$ cat config.mk
export PLATFORM = sky130hd
export DESIGN_NAME = pose_frame_deframer_core
export DESIGN_NICKNAME = d
export VERILOG_FILES = /design/src/rtl/pfd_pkg.sv /design/src/rtl/pfd_parser.sv /design/src/rtl/pfd_payload.sv /design/src/rtl/pose_frame_deframer_core.sv
export SDC_FILE = /design/constraint.sdc
export NUM_CORES = 1
export LEC_CHECK = 0
export BUFFER_PORTS_ARGS = -buffer_cell sky130_fd_sc_hd__buf_2
export CAP_MARGIN = 5
export CORE_ASPECT_RATIO = 0.9
export CORE_MARGIN = 5
export CORE_UTILIZATION = 60
export DETAILED_ROUTE_END_ITERATION = 8
export HOLD_SLACK_MARGIN = 0.15
export PLACE_DENSITY = 0.84
export REMOVE_ABC_BUFFERS = 1
export SYNTH_ARGS = -nofsm -noshare
export SYNTH_HDL_FRONTEND = slang
export SYNTH_SLANG_ARGS = --single-unit
export TNS_END_PERCENT = 5
$ cat constraint.sdc
create_clock -name clk -period 10.4 [get_ports clk]
set_clock_uncertainty 0.15 [all_clocks]
set_input_delay 0.52 -clock clk [delete_from_list [all_inputs] [get_ports clk]]
set_output_delay 0.52 -clock clk [all_outputs]
set_load 0.005 [all_outputs]
$ cat src/rtl/pfd_pkg.sv
package pfd_pkg;

    localparam int unsigned PAYLOAD_BYTES = 24;
    localparam int unsigned IDX_W         = (PAYLOAD_BYTES > 2) ? $clog2(PAYLOAD_BYTES) : 1;
    localparam int unsigned WORD_COUNT    = 6;
    localparam int unsigned WORD_BYTES    = 4;

    localparam logic [7:0] BYTE_CR = 8'h0D;
    localparam logic [7:0] BYTE_LF = 8'h0A;

    typedef logic [WORD_COUNT-1:0][31:0] word_arr_t;

    typedef struct packed {
        logic shift_en;
        logic done;
        logic link;
    } parse_ctl_t;

endpackage

$ cat src/rtl/pfd_parser.sv
module pfd_parser (
    input  logic              clk,
    input  logic              rst_n,
    input  logic              accept,
    input  logic [7:0]        rx_byte,
    input  logic              overrun,
    output pfd_pkg::parse_ctl_t ctl
);

    typedef enum logic [2:0] {
        HUNT      = 3'd0,
        SEEN_CR   = 3'd1,
        PAYLOAD   = 3'd2,
        EXPECT_LF = 3'd3,
        EXPECT_CR = 3'd4
    } phase_t;

    phase_t                    phase_reg, phase_next;
    logic [pfd_pkg::IDX_W-1:0] byte_index_reg, byte_index_next;
    logic                      link_reg, link_next;
    logic                      done;
    logic                      shift_en;

    always_comb
    begin
        phase_next      = phase_reg;
        byte_index_next = byte_index_reg;
        link_next       = link_reg;
        done            = 1'b0;
        shift_en        = 1'b0;
        if (overrun)
        begin
            phase_next = HUNT;
            link_next  = 1'b0;
        end
        else
        begin
            case (phase_reg)
                HUNT:
                begin
                    if (rx_byte == pfd_pkg::BYTE_CR)
                    begin
                        phase_next = SEEN_CR;
                        link_next  = 1'b1;
                    end
                end
                SEEN_CR:
                begin
                    // repeated cr bytes keep waiting for the lf
                    if (rx_byte == pfd_pkg::BYTE_LF)
                    begin
                        byte_index_next = '0;
                        phase_next      = PAYLOAD;
                    end
                    else if (rx_byte != pfd_pkg::BYTE_CR)
                    begin
                        phase_next = HUNT;
                    end
                end
                PAYLOAD:
                begin
                    shift_en = 1'b1;
                    if (byte_index_reg == pfd_pkg::IDX_W'(pfd_pkg::PAYLOAD_BYTES - 1))
                    begin
                        byte_index_next = '0;
                        phase_next      = EXPECT_LF;
                    end
                    else
                    begin
                        byte_index_next = byte_index_reg + pfd_pkg::IDX_W'(1);
                    end
                end
                EXPECT_LF:
                begin
                    phase_next = (rx_byte == pfd_pkg::BYTE_LF) ? EXPECT_CR : HUNT;
                end
                EXPECT_CR:
                begin
                    done       = (rx_byte == pfd_pkg::BYTE_CR);
                    phase_next = HUNT;
                end
                default:
                begin
                    phase_next = HUNT;
                end
            endcase
        end
    end

    always_ff @(posedge clk or negedge rst_n)
    begin
        if (!rst_n)
        begin
            phase_reg      <= HUNT;
            byte_index_reg <= '0;
            link_reg       <= 1'b0;
        end
        else if (accept)
        begin
            phase_reg      <= phase_next;
            byte_index_reg <= byte_index_next;
            link_reg       <= link_next;
        end
    end

    assign ctl.shift_en = accept && shift_en;
    assign ctl.done     = done;
    assign ctl.link     = link_next;

endmodule

$ cat src/rtl/pfd_payload.sv
module pfd_payload (
    input  logic               clk,
    input  logic               shift_en,
    input  logic [7:0]         rx_byte,
    output pfd_pkg::word_arr_t words
);

    // newest byte at entry 0, so the first payload byte ends at the last entry
    logic [7:0] store_reg [pfd_pkg::PAYLOAD_BYTES];

    always_ff @(posedge clk)
    begin
        if (shift_en)
        begin
            store_reg[0] <= rx_byte;
            for (int i = 1; i < int'(pfd_pkg::PAYLOAD_BYTES); i++)
            begin
                store_reg[i] <= store_reg[i-1];
            end
        end
    end

    for (genvar k = 0; k < int'(pfd_pkg::WORD_COUNT); k++)
    begin : g_word
        for (genvar b = 0; b < int'(pfd_pkg::WORD_BYTES); b++)
        begin : g_byte
            localparam int POS = k * int'(pfd_pkg::WORD_BYTES) + b;
            if (POS < int'(pfd_pkg::PAYLOAD_BYTES))
            begin : g_tap
                assign words[k][8*b +: 8] = store_reg[int'(pfd_pkg::PAYLOAD_BYTES) - 1 - POS];
            end
            else
            begin : g_pad
                assign words[k][8*b +: 8] = 8'h00;
            end
        end
    end

endmodule

$ cat src/rtl/pose_frame_deframer_core.sv
// channel   | handshake            | payload
// ----------+----------------------+------------------------------------------
// byte in   | in_valid / in_ready  | rx_byte, overrun
// result    | out_valid / out_ready| frame_valid, six payload words, link_up
//
// one byte per cycle while in_ready is high; each accepted byte gives one result beat in the cycle after it is accepted
// the parser state and payload shift line update at the input beat, the result
// register holds the beat until taken; a new byte is taken while it is taken
// in_ready drops only while a result waits with out_ready low
// rst_n clears parser phase, byte count, link flag and the result valid
module pose_frame_deframer_core (
    input  logic        clk,
    input  logic        rst_n,
    input  logic        in_valid,
    output logic        in_ready,
    input  logic [7:0]  rx_byte,
    input  logic        overrun,
    output logic        out_valid,
    input  logic        out_ready,
    output logic        frame_valid,
    output logic [31:0] heading_word,
    output logic [31:0] roll_word,
    output logic [31:0] pitch_word,
    output logic [31:0] pos_x_word,
    output logic [31:0] pos_y_word,
    output logic [31:0] yaw_rate_word,
    output logic        link_up
);

    logic                accept;
    pfd_pkg::parse_ctl_t ctl;
    pfd_pkg::word_arr_t  words;
    logic                out_valid_reg;
    logic                frame_valid_reg;
    logic                link_up_reg;
    pfd_pkg::word_arr_t  words_reg;

    assign in_ready = !out_valid_reg || out_ready;
    assign accept   = in_valid && in_ready;

    pfd_parser u_parser (
        .clk     (clk),
        .rst_n   (rst_n),
        .accept  (accept),
        .rx_byte (rx_byte),
        .overrun (overrun),
        .ctl     (ctl)
    );

    pfd_payload u_payload (
        .clk      (clk),
        .shift_en (ctl.shift_en),
        .rx_byte  (rx_byte),
        .words    (words)
    );

    always_ff @(posedge clk or negedge rst_n)
    begin
        if (!rst_n)
        begin
            out_valid_reg <= 1'b0;
        end
        else if (accept)
        begin
            out_valid_reg <= 1'b1;
        end
        else if (out_ready)
        begin
            out_valid_reg <= 1'b0;
        end
    end

    always_ff @(posedge clk)
    begin
        if (accept)
        begin
            frame_valid_reg <= ctl.done;
            link_up_reg     <= ctl.link;
            words_reg       <= ctl.done ? words : '0;
        end
    end

    assign out_valid     = out_valid_reg;
    assign frame_valid   = frame_valid_reg;
    assign link_up       = link_up_reg;
    assign heading_word  = words_reg[0];
    assign roll_word     = words_reg[1];
    assign pitch_word    = words_reg[2];
    assign pos_x_word    = words_reg[3];
    assign pos_y_word    = words_reg[4];
    assign yaw_rate_word = words_reg[5];

endmodule

-- Yosys cells after proc, flatten, opt, wreduce, memory -nomap -nowiden
Memories as Yosys holds them, arrays and structs flattened. A register that Yosys moved wholly into a read port is not among the register bits.
Cells that the tools add are included.
- $add $sub $neg: 1
- multipliers: 0
- div/mod/pow operators: 0
- $lt $le $gt $ge: 0
- equal/unequal tests: 12
- shift operators: 0
- muxes and demuxes: 21
- bitwise operators: 1
- reduce and logical (&&, ||, !) cells: 10
- operator list (operator ; number):
    3-bit 2-to-1 mux ; 6
    8-bit by 4-bit == test with 1-bit output (second input constant) ; 2
    3-bit case mux with 4 select lines ; 1
    1-bit 2-to-1 mux ; 11
    5-bit 2-to-1 mux ; 2
    5-bit case mux with 2 select lines ; 1
    8-bit by 4-bit != test with 1-bit output (second input constant) ; 1
    4-bit AND reduction ; 2
    3-bit by 2-bit == test with 1-bit output (second input constant) ; 2
    3-bit by 2-bit != test with 1-bit output (second input constant) ; 2
    5-bit by 1-bit adder with 5-bit output (second input constant) ; 1
    5-bit == test (second input constant) ; 1
    4-bit by 2-bit != test with 1-bit output (second input constant) ; 1
    2-bit nonzero test ; 2
    3-bit by 1-bit == test with 1-bit output (second input constant) ; 1
    3-bit == test (second input constant) ; 1
    3-bit logical NOT ; 1
    1-bit logical AND ; 2
    1-bit logical NOT ; 2
    2-bit by 1-bit != test with 1-bit output (second input constant) ; 1
    1-bit logical OR ; 1
    1-bit NOT ; 1
- bits in registers: 204
- bits in latches: 0
- RAM bits: 192
- bits in read-only memories: 0
- input port bits: 13
- output and inout port bits: 196
- word-level logic and storage cells: 58
- memories kept: 1
- memory list (name ; words ; width ; rd ports ; clocked after memory_dff ; write ports ; RTL line ; text):
    u_payload.store_reg ; 24 ; 8 ; 24 ; 1 ; 24 ; pfd_payload.sv:9 ; logic [7:0] store_reg [pfd_pkg::PAYLOAD_BYTES];

-- Logic depth before layout (Yosys ltp)
- word-level depth: 6
- gate-level depth with buffers: 6

-- By module
From an unflattened synthesis, not the netlist that was laid out.
- cell total of the unflattened synthesis: 672
- area total of the unflattened synthesis: 13658.1 um^2
- by module, submodules not included (module ; instances ; cells an instance ; area an instance (um^2)):
    pose_frame_deframer_core ; 1 ; 411 ; 7300.8
    pfd_payload ; 1 ; 192 ; 5765.5
    pfd_parser ; 1 ; 69 ; 591.8

-- Least setup slack after synthesis
No wires, ideal clock.
- path kind: input port to flip-flop
- start point: in out_ready
- end point: mem u_payload.store_reg[0][0] (enable)
- library setup time: 544 ps
- arrival time: 4689 ps
- data required time: 9706 ps
- slack: 5017 ps
- cell stages on the path: 3
- buffers on the path: 0
- cells stage by stage: nand2b_1 -> nand4b_1 -> inv_1
- RTL lines (element ; RTL line ; text):
    start, declared ; pose_frame_deframer_core.sv:19 ; input logic out_ready,
    end, declared ; pfd_payload.sv:9 ;

==> impl_results.md <==
* Outcome: finished clean
* Htree depth at 2
* CTS tree: built
* Leading area contributor after synthesis: edfxtp_1
* Mapped Cells at 657
* Final setup violation count at 0
* Worst endpoint required time at 10.37 ns
* Clock sinks at 396
* Max reg flops at 192
* Period utilisation layout at 35.2%
* Slew Limit Fails at 0
* Clock tree buffer depth at 3
* Placed instance count at 1,145
* Crit-path slowest cell: buf_4
* Share of cells above drive strength 1 at 29.2%
* Pin count of the biggest net entering global routing at 127
* Placer Congestion at 0.794
* DR vias at 6,301
* Hold Path Class: flip-flop to flip-flop
* CTS Buf Count at 38
* Final Non-Filler Cells at 1,222
* Count leader, synth: edfxtp_1
* HPWL after DPL at 12,700 µm
* Leakage at 6.04 nW
* Ys async rst share at 2.53%
* Synthesis-to-layout area growth at 19.8%
* Final Hold Viols at 0
* Hold slack at 0.271 ns
* Max_cap viols at 0
* Netlist Area Pre-Place at 0.0135 mm²
* Slew HR at 26.1%
* Site Rows at 52
* Via/cell ratio at 5.16
* Routed Antenna Nets at 0
* First-pass GRT wire length at 35,400 µm
* Die Wd at 168 µm
* Antenna violations before repair at 0
* Core Box Area at 0.0223 mm²
* Initial Utilization at 60.5%
* Post-synth EDFFs at 386
* Clk slew on worst S/H paths at 0.06 ns
* First-pass DRT Iterations at 5
* Most frequent cells after synthesis: edfxtp_1, and2_1, clkbuf_2, dfrtp_1
* Worst-Margin Slew at 1.11 ns
* Pwr/cell area at 197 mW/mm²
* CP peak stage delay at 0.96 ns
* CP Data Arrival Time at 3.62 ns
* Cells along the critical path: nor3b_1 -> nand4b_1 -> inv_8 -> buf_4
* I/O pin cnt at 209
* Max VDD drop at 0.151 mV
* Wire per inst at 18.6 µm
* Yosys reg bits at 396
* Synthesized area per cell at 20.5 µm²
* Number of port buffers at 208
* Final wirelength at 22,800 µm
* Crit-path max FO at 103
* Total track usage at 17.5%
* Setup TNS at 0 ns
* Fin util at 72.4%
* Remaining DRCs at 0
* Number of distinct library cells after synthesis at 33
* Full die area at 0.0256 mm²
* Ys flop type: edfxtp_1
* Minimum clock period at 3.66 ns
* DRT iter0 DRCs at 616
* Chip height at 152 µm
* Top cell type's share of synthesized area at 85.9%
* Unrepaired setup endpoints after global routing: false
* Synth Warn # at 0
* GRT overflow at 0
* Post-CTS Setup Repair Bufs at 0
* Setup Crit Path Kind: flip-flop to flip-flop
* Inserted Diodes at 0
* Vias in the first global route at 6,604
* CTS root buf: clkbuf_16
* Largest cells by area after synthesis: edfxtp_1, and2_1, dfrtp_1, clkbuf_2, nand3_1
* Critical Path Start Type: flip-flop
* Final nets at 912
* Worst Setup End Kind: flip-flop
* Sequential share of the synthesized area at 87.8%
* Later-pin clock latency in the skew report at 0.51 ns
* FMAX at 0.274 GHz
[critical path, delay by kind of cell, from the launching register on]
| family | cells | cell delay (ns) |
|---|---|---|
| flip-flops | 1 | 0.48 |
| AND/OR/NAND/NOR | 2 | 0.87 |
| buffers and inverters | 2 | 1.62 |
[per-stage QoR]
stage                     power [mW]  setup WS [ns]  area (µm²)
after detailed placement        1.88           6.79       14800
after global routing            3.30           6.60       16200
after floorplan                 1.84           5.02       13400
after CTS                       3.22           6.78       16200
final                           3.19           6.74       16200
after global placement          1.88           6.90       14800
[layer usage]
layer | GRT usage, % | routed length (µm) | up-vias
li1 | - | - | 2911
met1 | 22.6 | 9080 | 3120
met2 | 29.0 | 11300 | 239
met3 | 6.38 | 2090 | 31
met4 | 3.59 | 314 | 0
met5 | 0 | 0 | -
[layout by cell type (no fill, tap or decap), types with 3 or more instances in the layout]
cell,netlist,layout
edfxtp_1,386,386
buf_2,0,208
and2_1,193,193
clkbuf_16,0,39
dlygate4sd3_1,0,10
dfrtp_1,10,10
clkinv_1,0,8
clkbuf_1,2,7
nand3_1,5,5
clkinv_2,0,5
nand2_1,4,4
bufinv_16,0,4
buf_4,2,4
nor3b_1,3,3
inv_1,5,3
[final cells by class]
type	count	area, µm²
clock buffer	47	1020
clock inverter	20	200
fill	1306	6160
inverter	5	33.8
multi-input combinational	235	1520
sequential	396	11800
tap	297	372
timing repair buffer	222	1170
[logic make-up (layout without fill, tap and decap cells)]
kind of cell	after synthesis	after routing	synth area share [%]
compound gates	13	13	0.761
fa+ha+maj	1	1	0.0927
buf+inv	26	294	0.937
flops	396	396	87.8
mux	1	1	0.0835
simple gates	220	220	10.4
[repair_timing]
| item | 4_1_cts | 5_1_grt |
|---|---|---|
| gates resized for setup | 0 | 0 |
| hold buffers | 10 | 0 |
| hold endpoints to repair | 19 | 0 |
[worst paths after layout]
| path | startpoint | to | slack (ns) | depth (start not counted) |
|---|---|---|---|---|
| min | u_payload.store_reg[7][3]$_DFFE_PP_ | u_payload.store_reg[8][3]$_DFFE_PP_ | 0.27 | 0 |
| min in group asynchronous | rst_n | u_parser.byte_index_reg[2]$_DFFE_PN0P_ | 0.30 | 2 |
| max reg2reg | u_parser.phase_reg[0]$_DFFE_PN0P_ | u_payload.store_reg[2][0]$_DFFE_PP_ | 6.74 | 4 |
| max in group asynchronous | rst_n | u_parser.byte_index_reg[0]$_DFFE_PN0P_ | 9.58 | 2 |
| max | u_parser.phase_reg[0]$_DFFE_PN0P_ | u_payload.store_reg[2][0]$_DFFE_PP_ | 6.74 | 4 |
| min reg2reg | u_payload.store_reg[7][3]$_DFFE_PP_ | u_payload.store_reg[8][3]$_DFFE_PP_ | 0.27 | 0 |
[where the power goes]
part | switching [mW] | internal (mW)
registers | 0.0110 | 1.77
clock network | 0.547 | 0.793
logic | 0.0423 | 0.0261
No activity file was read; power rests on OpenSTA's default activity.
